File: src/rtl/skf_pkg.sv
// Types and constants shared by the scalar Kalman filter.
package skf_pkg;

  localparam int unsigned DATA_W  = 32;
  localparam int unsigned GAIN_W  = 16;
  localparam int unsigned TOTAL_W = 48;

  typedef enum logic [0:0] {
    CFG_PROCESS_NOISE     = 1'b0,
    CFG_MEASUREMENT_NOISE = 1'b1
  } cfg_index_e;

  typedef struct packed {
    logic signed [DATA_W-1:0] measurement;
    logic                     series_end;
  } in_item_t;

  typedef struct packed {
    logic signed [DATA_W-1:0] innovation;
    logic signed [DATA_W-1:0] estimate;
    logic        [DATA_W-1:0] covariance;
    logic signed [DATA_W-1:0] mean_innovation;
    logic                     last;
    logic                     saturated;
  } out_item_t;

endpackage

File: src/rtl/scalar_kalman_filter.sv
// Scalar Kalman filter with a shared divider and multiplier under a sequencer.
//
// One-dimensional Kalman filter with unit transition and observation in
// fixed point (FRAC_BITS fraction bits). Each transfer on the input channel
// carries one measurement and yields exactly one result holding the
// innovation, the updated estimate and covariance, and on the last sample of
// a series the mean innovation, after which the filter returns to estimate 0
// and covariance 1.0. The block works on one measurement at a time: an
// ordinary sample passes from its transfer through prediction, the sum,
// the 16 steps of the radix-2 gain division, the multiply, the estimate
// and covariance updates and the load into the output register. A sample
// that ends a series also passes through the mean innovation, which reuses
// the same divider for 48 steps over the 48-bit innovation total. When the
// gain would reach one, it is held just below one and the division is
// skipped. The output register lets a new measurement be taken while a result
// still waits; a further result waits in the sequencer until the output
// register is free. The configuration port is always ready, and the noise
// registers must only be written while no measurement is in progress. A
// measurement noise of zero is treated as one LSB.
module scalar_kalman_filter #(
  parameter int unsigned FRAC_BITS      = 16,
  parameter int unsigned MAX_SERIES_LEN = 65536
) (
  input  logic                    clk_i,
  input  logic                    rst_ni,
  input  logic                    in_valid_i,
  output logic                    in_ready_o,
  input  skf_pkg::in_item_t       in_data_i,
  output logic                    out_valid_o,
  input  logic                    out_ready_i,
  output skf_pkg::out_item_t      out_data_o,
  input  logic                    cfg_valid_i,
  output logic                    cfg_ready_o,
  input  skf_pkg::cfg_index_e     cfg_index_i,
  input  logic [31:0]             cfg_data_i
);
  import skf_pkg::*;

  // Sample counter width follows the longest series length.
  localparam int unsigned CNT_W = $clog2(MAX_SERIES_LEN + 1);
  localparam logic [CNT_W-1:0] CNT_MAX = CNT_W'(MAX_SERIES_LEN);
  localparam logic [DATA_W-1:0] ONE_FX  = DATA_W'(64'd1 << FRAC_BITS);
  localparam logic [DATA_W-1:0] HALF_FX = DATA_W'(64'd1 << (FRAC_BITS - 1));
  localparam int unsigned ITER_W = $clog2(TOTAL_W);
  localparam int unsigned PROD_W = 51;

  typedef enum logic [3:0] {
    ST_IDLE, ST_PRED, ST_SUM, ST_DIV, ST_MUL_X, ST_UPD_X,
    ST_UPD_P, ST_MLOAD, ST_MDIV, ST_MEAN, ST_FIN
  } state_e;

  state_e state_q;

  // Configuration registers.
  logic [DATA_W-1:0] q_noise_q, r_noise_q;

  // Filter state.
  logic signed [DATA_W-1:0]  x_q;
  logic        [DATA_W-1:0]  p_q;
  logic signed [TOTAL_W-1:0] total_q;
  logic        [CNT_W-1:0]   count_q;

  // Per-sample working registers.
  logic signed [DATA_W-1:0] z_q;
  logic                     last_q;
  logic                     sat_q;
  logic        [DATA_W-1:0] ppred_q;
  logic signed [DATA_W-1:0] innov_q;
  logic signed [DATA_W-1:0] mean_q;
  logic                     neg_q;

  // Shared restoring divider: remainder, dividend/quotient shift register,
  // divisor and step counter.
  logic [DATA_W-1:0]  rem_q;
  logic [TOTAL_W-1:0] quo_q;
  logic [DATA_W-1:0]  div_q;
  logic [ITER_W-1:0]  iter_q;

  // Shared multiplier product register.
  logic signed [PROD_W-1:0] prod_q;

  out_item_t out_q;
  logic      out_valid_q;

  // ---------------------------------------------------------------------
  // Datapath.
  // ---------------------------------------------------------------------
  logic [DATA_W:0]          ppred_sum;
  logic [DATA_W-1:0]        ppred_clip;
  logic signed [DATA_W:0]   innov_raw;
  logic signed [DATA_W-1:0] innov_clip;
  logic                     innov_ovf;
  logic [DATA_W-1:0]        r_eff;
  logic [DATA_W:0]          s_sum;
  logic [DATA_W-1:0]        s_clip;

  assign ppred_sum  = {1'b0, p_q} + {1'b0, q_noise_q};
  assign ppred_clip = ppred_sum[DATA_W] ? '1 : ppred_sum[DATA_W-1:0];
  assign innov_raw  = $signed({z_q[DATA_W-1], z_q}) - $signed({x_q[DATA_W-1], x_q});
  assign innov_ovf  = innov_raw[DATA_W] != innov_raw[DATA_W-1];
  assign innov_clip = !innov_ovf ? innov_raw[DATA_W-1:0] :
                      innov_raw[DATA_W] ? {1'b1, {(DATA_W-1){1'b0}}} :
                                          {1'b0, {(DATA_W-1){1'b1}}};
  assign r_eff  = (r_noise_q == '0) ? DATA_W'(1) : r_noise_q;
  assign s_sum  = {1'b0, ppred_q} + {1'b0, r_eff};
  assign s_clip = s_sum[DATA_W] ? '1 : s_sum[DATA_W-1:0];

  // One restoring division step per cycle.
  logic [DATA_W:0]   rem_shift;
  logic              rem_ge;
  logic [DATA_W-1:0] rem_next;

  assign rem_shift = {rem_q, quo_q[TOTAL_W-1]};
  assign rem_ge    = rem_shift >= {1'b0, div_q};
  assign rem_next  = rem_ge ? DATA_W'(rem_shift - {1'b0, div_q}) : rem_shift[DATA_W-1:0];

  // Shared 18 x 33 signed multiplier: gain times innovation, then
  // (1 - gain) times predicted covariance.
  logic [GAIN_W-1:0]        gain;
  logic signed [17:0]       mul_a;
  logic signed [DATA_W:0]   mul_b;
  logic signed [PROD_W-1:0] mul_p;

  assign gain = quo_q[GAIN_W-1:0];

  always_comb begin
    if (state_q == ST_MUL_X) begin
      mul_a = $signed({2'b00, gain});
      mul_b = $signed({innov_q[DATA_W-1], innov_q});
    end else begin
      mul_a = $signed({1'b0, 17'(17'h10000 - {1'b0, gain})});
      mul_b = $signed({1'b0, ppred_q});
    end
  end

  assign mul_p = mul_a * mul_b;

  // Estimate update with round half up.
  logic signed [PROD_W-1:0] prod_rnd;
  logic signed [34:0]       delta;
  logic signed [34:0]       x_sum;
  logic                     x_ovf;
  logic signed [DATA_W-1:0] x_clip;
  logic        [DATA_W-1:0] p_new;

  assign prod_rnd = prod_q + $signed(PROD_W'(32768));
  assign delta    = prod_rnd[PROD_W-1:16];
  assign x_sum    = $signed({{3{x_q[DATA_W-1]}}, x_q}) + delta;
  assign x_ovf    = (x_sum[34:31] != 4'b0000) && (x_sum[34:31] != 4'b1111);
  assign x_clip   = !x_ovf ? x_sum[DATA_W-1:0] :
                    x_sum[34] ? {1'b1, {(DATA_W-1){1'b0}}} :
                                {1'b0, {(DATA_W-1){1'b1}}};
  assign p_new    = prod_rnd[47:16];

  // Innovation total and sample count.
  logic signed [TOTAL_W:0]   total_sum;
  logic                      total_ovf;
  logic signed [TOTAL_W-1:0] total_clip;
  logic [TOTAL_W-1:0]        total_mag;

  assign total_sum  = $signed({total_q[TOTAL_W-1], total_q})
                    + $signed({{(TOTAL_W-DATA_W+1){innov_q[DATA_W-1]}}, innov_q});
  assign total_ovf  = total_sum[TOTAL_W] != total_sum[TOTAL_W-1];
  assign total_clip = !total_ovf ? total_sum[TOTAL_W-1:0] :
                      total_sum[TOTAL_W] ? {1'b1, {(TOTAL_W-1){1'b0}}} :
                                           {1'b0, {(TOTAL_W-1){1'b1}}};
  assign total_mag  = total_q[TOTAL_W-1] ? TOTAL_W'(-total_q) : TOTAL_W'(total_q);

  // Mean innovation: signed quotient from the magnitude quotient.
  logic                     mean_ovf;
  logic signed [DATA_W-1:0] mean_clip;

  always_comb begin
    if (!neg_q) begin
      mean_ovf  = |quo_q[TOTAL_W-1:DATA_W-1];
      mean_clip = mean_ovf ? {1'b0, {(DATA_W-1){1'b1}}} : quo_q[DATA_W-1:0];
    end else begin
      mean_ovf  = quo_q > TOTAL_W'(64'd1 << (DATA_W - 1));
      mean_clip = mean_ovf ? {1'b1, {(DATA_W-1){1'b0}}} : DATA_W'(-quo_q[DATA_W-1:0]);
    end
  end

  assign in_ready_o  = state_q == ST_IDLE;
  assign out_valid_o = out_valid_q;
  assign out_data_o  = out_q;
  assign cfg_ready_o = 1'b1;

  // ---------------------------------------------------------------------
  // Sequencer, state and registered outputs.
  // ---------------------------------------------------------------------
  always_ff @(posedge clk_i or negedge rst_ni) begin
    if (!rst_ni) begin
      state_q     <= ST_IDLE;
      q_noise_q   <= ONE_FX;
      r_noise_q   <= HALF_FX;
      x_q         <= '0;
      p_q         <= ONE_FX;
      total_q     <= '0;
      count_q     <= '0;
      z_q         <= '0;
      last_q      <= 1'b0;
      sat_q       <= 1'b0;
      ppred_q     <= '0;
      innov_q     <= '0;
      mean_q      <= '0;
      neg_q       <= 1'b0;
      rem_q       <= '0;
      quo_q       <= '0;
      div_q       <= '0;
      iter_q      <= '0;
      prod_q      <= '0;
      out_q       <= '0;
      out_valid_q <= 1'b0;
    end else begin
      if (cfg_valid_i) begin
        unique case (cfg_index_i)
          CFG_PROCESS_NOISE:     q_noise_q <= cfg_data_i;
          CFG_MEASUREMENT_NOISE: r_noise_q <= cfg_data_i;
          default: ;
        endcase
      end

      // In the final state the output register is handled below.
      if (out_valid_q && out_ready_i && state_q != ST_FIN) begin
        out_valid_q <= 1'b0;
      end

      unique case (state_q)
        ST_IDLE: begin
          if (in_valid_i) begin
            z_q     <= in_data_i.measurement;
            last_q  <= in_data_i.series_end;
            sat_q   <= 1'b0;
            state_q <= ST_PRED;
          end
        end
        ST_PRED: begin
          ppred_q <= ppred_clip;
          innov_q <= innov_clip;
          sat_q   <= sat_q | ppred_sum[DATA_W] | innov_ovf;
          state_q <= ST_SUM;
        end
        ST_SUM: begin
          sat_q <= sat_q | s_sum[DATA_W] | (s_clip == ppred_q);
          if (s_clip == ppred_q) begin
            // The gain would reach one: hold it just below.
            quo_q   <= TOTAL_W'({GAIN_W{1'b1}});
            state_q <= ST_MUL_X;
          end else begin
            rem_q   <= ppred_q;
            quo_q   <= '0;
            div_q   <= s_clip;
            iter_q  <= ITER_W'(GAIN_W - 1);
            state_q <= ST_DIV;
          end
        end
        ST_DIV: begin
          rem_q  <= rem_next;
          quo_q  <= {quo_q[TOTAL_W-2:0], rem_ge};
          iter_q <= iter_q - 1'b1;
          if (iter_q == '0) begin
            state_q <= ST_MUL_X;
          end
        end
        ST_MUL_X: begin
          prod_q  <= mul_p;
          state_q <= ST_UPD_X;
        end
        ST_UPD_X: begin
          x_q     <= x_clip;
          sat_q   <= sat_q | x_ovf;
          prod_q  <= mul_p;
          state_q <= ST_UPD_P;
        end
        ST_UPD_P: begin
          p_q     <= p_new;
          total_q <= total_clip;
          mean_q  <= '0;
          if (count_q < CNT_MAX) begin
            count_q <= CNT_W'(count_q + 1'b1);
            sat_q   <= sat_q | total_ovf;
          end else begin
            sat_q   <= 1'b1;
          end
          state_q <= last_q ? ST_MLOAD : ST_FIN;
        end
        ST_MLOAD: begin
          rem_q   <= '0;
          quo_q   <= total_mag;
          neg_q   <= total_q[TOTAL_W-1];
          div_q   <= DATA_W'(count_q);
          iter_q  <= ITER_W'(TOTAL_W - 1);
          state_q <= ST_MDIV;
        end
        ST_MDIV: begin
          rem_q  <= rem_next;
          quo_q  <= {quo_q[TOTAL_W-2:0], rem_ge};
          iter_q <= iter_q - 1'b1;
          if (iter_q == '0) begin
            state_q <= ST_MEAN;
          end
        end
        ST_MEAN: begin
          mean_q  <= mean_clip;
          sat_q   <= sat_q | mean_ovf;
          state_q <= ST_FIN;
        end
        ST_FIN: begin
          if (!out_valid_q || out_ready_i) begin
            out_q.innovation      <= innov_q;
            out_q.estimate        <= x_q;
            out_q.covariance      <= p_q;
            out_q.mean_innovation <= mean_q;
            out_q.last            <= last_q;
            out_q.saturated       <= sat_q;
            out_valid_q           <= 1'b1;
            if (last_q) begin
              x_q     <= '0;
              p_q     <= ONE_FX;
              total_q <= '0;
              count_q <= '0;
            end
            state_q <= ST_IDLE;
          end
        end
        default: state_q <= ST_IDLE;
      endcase
    end
  end

endmodule
File: config.mk
export PLATFORM = sky130hd
export DESIGN_NAME = scalar_kalman_filter
export DESIGN_NICKNAME = d
export VERILOG_FILES = /design/src/rtl/skf_pkg.sv /design/src/rtl/scalar_kalman_filter.sv
export SDC_FILE = /design/constraint.sdc
export NUM_CORES = 2
export LEC_CHECK = 0
export BUFFER_PORTS_ARGS = -buffer_cell sky130_fd_sc_hd__buf_2
export CAP_MARGIN = 5
export CORE_MARGIN = 1
export CORE_UTILIZATION = 45
export DETAILED_ROUTE_END_ITERATION = 10
export HOLD_SLACK_MARGIN = 0.03
export PLACE_DENSITY = 0.66
export SYNTH_ARGS = -nofsm -noshare
export SYNTH_HDL_FRONTEND = slang
export SYNTH_SLANG_ARGS = --single-unit
File: constraint.sdc
create_clock -name clk_i -period 19.8 [get_ports clk_i]
set_input_delay 2.97 -clock clk_i [delete_from_list [all_inputs] [get_ports clk_i]]
set_output_delay 2.97 -clock clk_i [all_outputs]
set_load 0.03 [all_outputs]
Yosys cells after proc, flatten, opt, wreduce, memory -nomap -nowiden --
Cells that the tools add are included.
Word-level totals: input bits 71, bits in registers 628, output and inout port bits 133, logic and storage cells 153
Operators by class: order comparisons 3, add/sub/neg operators 12, reduce and logical (&&, ||, !) cells 29, bitwise logic cells 8, multipliers 1, mux-type cells 52, equal/unequal tests 22
Operator list (number):
- 32-bit 2-to-1 mux | 17
- 32-bit one-hot mux with 2 select lines | 4
- 48-bit 2-to-1 mux | 5
- 48-bit one-hot mux with 3 select lines | 1
- 32-bit one-hot mux with 3 select lines | 1
- 48-bit one-hot mux with 2 select lines | 1
- 17-bit 2-to-1 mux | 4
- 32-bit by 32-bit adder with 33-bit output | 2
- 51-bit by 17-bit adder with 51-bit output, second input constant | 1
- 18-bit by 33-bit multiplier with 51-bit output | 1
- 48-bit by 32-bit adder with 49-bit output | 1
- 48-bit by 32-bit greater-than comparator with 1-bit output, second input constant | 1
- 48-bit negation | 1
- 4-bit one-hot mux with 11 select lines | 1
- 32-bit by 35-bit adder with 35-bit output | 1
- 17-bit one-hot mux with 2 select lines | 1
- 33-bit by 32-bit greater-or-equal comparator with 1-bit output | 1
- 33-bit 2-to-1 mux | 1
- 32-bit by 32-bit subtractor with 33-bit output | 1
- 32-bit equality test | 1
- 32-bit logical NOT | 1
- 32-bit negation | 1
- 32-bit subtractor | 1
- 4-bit 2-to-1 mux | 5
- 33 further kinds | 72

Depth between registers and ports, before layout --
depth after elaboration 7, depth in mapped cells 39, depth with buffers taken out 36

Least setup slack after synthesis --
Ideal clock, no wire load.
path kind flip-flop to flip-flop, start register quo_q[0], end register prod_q[50], setup time 0.134 ns, path slack 10.476 ns, stages on the path, launching flop included 37, buffers on the path 3, arrival time 9.190 ns, data required time 19.666 ns, clock period less this slack 9.324 ns, cells stage by stage dfrtp_1 > clkbuf_1 > clkbuf_1 > inv_1 > ha_1 > nor3b_1 > nor3b_1 > nor3b_1 > nor3b_1 > nor3b_1 > and2_1 > nor2_1 > xor2_1 > clkbuf_1 > nand2_1 > fa_1 > inv_1 > fa_1 > fa_1 > fa_1 > fa_1 > inv_1 > fa_1 > inv_1 > ha_1 > a21o_1 > a21o_1 > a21o_1 > nor3_1 > a211oi_1 > a31oi_1 > a21oi_1 > a41o_1 > a21o_1 > a21oi_1 > xnor2_1 > o21ai_0
On the way: longest elaborated chain between the ends 3
RTL lines:
- from (decl) | line scalar_kalman_filter.sv:75 | logic [TOTAL_W-1:0] quo_q;
- from (signal assigned) | line scalar_kalman_filter.sv:247 | quo_q <= TOTAL_W'({GAIN_W{1'b1}});
- from (signal assigned) | line scalar_kalman_filter.sv:259 | quo_q <= {quo_q[TOTAL_W-2:0], rem_ge};
- from (signal assigned) | line scalar_kalman_filter.sv:289 | quo_q <= total_mag;
- 17-bit by 16-bit subtractor with 17-bit output | line scalar_kalman_filter.sv:131 | mul_a = $signed({1'b0, 17'(17'h10000 - {1'b0, gain})});
- 17-bit 2-to-1 mux (*) | line scalar_kalman_filter.sv:127 | if (state_q == ST_MUL_X) begin
- 18-bit by 33-bit multiplier with 51-bit output (*) | line scalar_kalman_filter.sv:136 | assign mul_p = mul_a * mul_b;
- to (signal assigned) | line scalar_kalman_filter.sv:266 | prod_q <= mul_p;
- to (signal assigned) | line scalar_kalman_filter.sv:272 | prod_q <= mul_p;
- to (decl) | line scalar_kalman_filter.sv:80 | logic signed [PROD_W-1:0] prod_q;
Mark *: on every way between the ends. The rest lies on a longest branch, timed or not. A chain may end at the register's enable or synchronous reset.

Worst setup path in the final report --
start register quo_q[1], end register prod_q[50]
The elaborated chain is that of the path after synthesis.

==> metrics.md <==
| Metric | Value |
|---|---|
| Outcome | `finished, final reports clean` |
| Cell Area, Synth | `58,360 um^2` |
| Num CTS Buffers | `75` |
| RSZ-0062 raised after global routing | `false` |
| Gr usage total | `29.98%` |
| CP endpoint kind | `register` |
| CP Launch Type | `register` |
| Row cnt | `131` |
| Post-synthesis mux area share | `5.332%` |
| Max-cap violations | `0` |
| # hold bufs at CTS | `0` |
| Main synth FF type | `dfrtp_1` |
| Final TNS setup | `0 ns` |
| Nets@finish | `7,557` |
| Max-slew headroom | `14.57%` |
| First-pass detailed-route iteration total | `6` |
| Grt ovf | `0` |
| Tcrit/Tclk final | `53.47%` |
| Dpl hpwl | `154,400 um` |
| GPL Wtd Cong | `1.004` |
| FMAX | `94.46 MHz` |
| Netlist cell types | `105` |
| CORE AREA | `128,200 um^2` |
| CTS clk-pin slew, worst paths | `0.06 ns` |
| Largest net degree at the start of global routing | `165` |
| Post-synth EDFFs | `0` |
| Tmin final | `10.59 ns` |
| Main combinational cell family by area after synthesis | `adder cells` |
| Dpl cells | `8,265` |
| Post-Syn Instances | `6,582` |
| Initial antenna violation count | `10` |
| PortBufs | `202` |
| WP data required | `20.34 ns` |
| Hold Path Depth | `2` |
| Clock skew | `0.03005 ns` |
| Post-synthesis simple-gate area fraction | `14.89%` |
| Mapped Avg Cell Area | `8.867 um^2` |
| Max incr delay on CP | `0.54 ns` |
| Crit path DAT | `11.13 ns` |
| End of the worst register-to-register path | `prod_q[50]$_DFFE_PN0P_` |
| Reg2reg start | `quo_q[1]$_DFFE_PN0N_` |
| Final wirelength | `194,800 um` |
| Die area | `131,100 um^2` |
| # Post-CTS Setup Buffers | `0` |
| #FFs+latches synth | `613` |
| H-tree levels | `3` |
| WHS | `0.4759 ns` |
| CP Max Fanout | `28` |
| Post-synthesis sequential area ratio | `26.29%` |
| Initial Util | `45.53%` |
| Vias in the first global route | `47,770` |
| Final hold viol count | `0` |
| Area delta synth->final | `9.363%` |
| Root buffer cell | `clkbuf_16` |
| Clock sinks | `613` |
| Tightest Hold Check Type | `reg -> reg` |
| Synth Area in Compound Gates | `14.85%` |
| Post-DRT Antenna Nets | `0` |
| Non-filler cells, final | `8,408` |
| Ys Warns | `0` |
| DRC viols | `0` |
| Final setup violation count | `0` |
| Starting DRT DRC Count | `4,798` |
| Slew Viols, Final | `0` |
| CP Class | `reg -> reg` |
| R2r setup slk | `9.21 ns` |
| Worst-Margin Slew | `1.272 ns` |
| WL per Instance | `23.17 um` |
| IO Count | `204` |
| Post-CTS Resized | `0` |
| CTS tree | `done` |
| Cells on worst reg2reg path | `36` |
| First-pass GRT wire length | `298,200 um` |
| Min-delay src | `out_data_o[73]$_DFFE_PN0P_` |
| Adder-Cell Fraction of Synth Area | `26.18%` |
| Die Span Y | `362.1 um` |
| Ys async rst share | `100.0%` |
| Via count | `48,550` |
| Share of cells above drive strength 1 | `10.88%` |
| Die outline width | `362.1 um` |
| Clk Latency, worst-skew pair | `0.70 ns` |
| Clock buffer depth | `3` |
| Worst Hold End | `out_data_o[73]$_DFFE_PN0P_` |
| DR vias/cell | `5.774` |
| Crit-path slowest cell | `nor3b_1` |
| Post-Synth XOR/XNOR Area | `5.115%` |
-- worst max-delay path by stage --
| stage | from | to | slack, ns | cells after the start |
|---|---|---|---|---|
| floorplan | quo_q[0]$_DFFE_PN0N_ | prod_q[50]$_DFFE_PN0P_ | 10.48 | 36 |
| global placement | state_q[3]$_DFFE_PN0P_ | prod_q[50]$_DFFE_PN0P_ | 9.71 | 31 |
| detailed placement | quo_q[1]$_DFFE_PN0N_ | prod_q[50]$_DFFE_PN0P_ | 9.51 | 36 |
| CTS | quo_q[1]$_DFFE_PN0N_ | prod_q[50]$_DFFE_PN0P_ | 9.37 | 36 |
| global route | quo_q[1]$_DFFE_PN0N_ | prod_q[50]$_DFFE_PN0P_ | 8.60 | 37 |
| finish | quo_q[1]$_DFFE_PN0N_ | prod_q[50]$_DFFE_PN0P_ | 9.21 | 36 |
-- through the flow --
step	util, %	worst slack [ns]	area, um^2
3_3_place_gp	47.73	9.708	61180
3_5_place_dp	47.74	9.513	61180
4_1_cts	49.79	9.369	63810
2_1_floorplan	-	10.48	58360
6_report	49.79	9.213	63820
5_1_grt	49.79	8.603	63820
-- registers in the layout, summed over array words and instances (netlist names), 17 cells and up --
name and count:
out_data_o 130, quo_q 48, total_q 48, prod_q 36
div_q 32, innov_q 32, mean_q 32, p_q 32
ppred_q 32, q_noise_q 32, r_noise_q 32, rem_q 32
x_q 32, z_q 32, count_q 17
-- critical path: cells and delay by family, from the launching register on --
kind	cells	cell delay [ns]
fa+ha+maj	8	3.18
buf+inv	8	1.07
xor+xnor	2	0.32
compound gates	9	2.26
flops	1	0.43
simple gates	9	3.14
-- layer usage --
metal / wire length [um] / global-route usage, % / part of all wire (%)
met2: 83940 / 44.93 / 43
met4: 9175 / 11.82 / 4.7
met3: 18660 / 7.898 / 9.6
met1: 82970 / 41.17 / 43
met5: 44 / 0 / 0.023
-- kinds of logic (layout without fill, tap and decap cells) --
logic type	count (synthesis)	after routing
AOI/OAI and AO/OA	1360	1360
and+or+nand+nor	1965	1965
buffers and inverters	1121	1213
other	2	7
DFF	613	613
xor gates and xnor gates	336	336
muxes	282	282
adders and majority gates	903	903
-- cell type report --
type	count	area, um^2
antenna	4	10.01
clock inverter	36	505.5
multi-input combinational	4849	39030
fill	12190	64350
sequential	613	15340
tap	1729	2163
inverter	785	2947
clock buffer	103	2123
timing repair buffer	289	1697
-- Yosys cell counts (34+ instances only) --
library cell	n	area (um^2)
and2_1	35	219.0
o211ai_1	34	255.2
o21bai_1	38	285.3
a22o_1	35	306.5
o21ai_0	420	2102
ha_1	333	4167
xor2_1	141	1235
nand2_1	942	3536
and3_1	50	312.8
a21o_1	140	1051
nor2_1	493	1851
inv_1	784	2943
nor3_1	74	370.4
mux2i_1	63	630.6
mux2_2	201	2263
dfrtp_1	610	15260
clkbuf_1	288	1081
a22oi_1	51	382.9
nand2b_1	38	237.7
xnor2_1	192	1682
nand3_1	103	515.5
a21oi_1	277	1386
fa_1	540	10810
o21a_1	45	337.8
nand4_1	47	294.0
a211oi_1	37	277.8
-- placed cells by master (no fill, tap or decap), types with 32 or more instances in the layout --
master,count
o21ai_0,420
nor2_1,487
mux2i_1,63
nand3_1,102
xor2_1,130
clkbuf_16,76
a22o_1,35
a211oi_1,37
nor2b_1,32
xnor2_1,190
nor3_1,72
inv_1,784
mux2_2,201
a21o_1,140
and2_1,35
and3_1,49
nand4_1,47
nand2b_1,38
buf_2,202
a22oi_1,51
o211ai_1,34
o21bai_1,38
o21a_1,45
nand2_1,941
a21oi_1,275
dfrtp_1,609
ha_1,333
o31ai_1,33
buf_4,84
fa_1,540
Power is left out: the tool's default activity adds up to more than one toggle a clock period on the data nets, which glitch-free logic cannot reach.
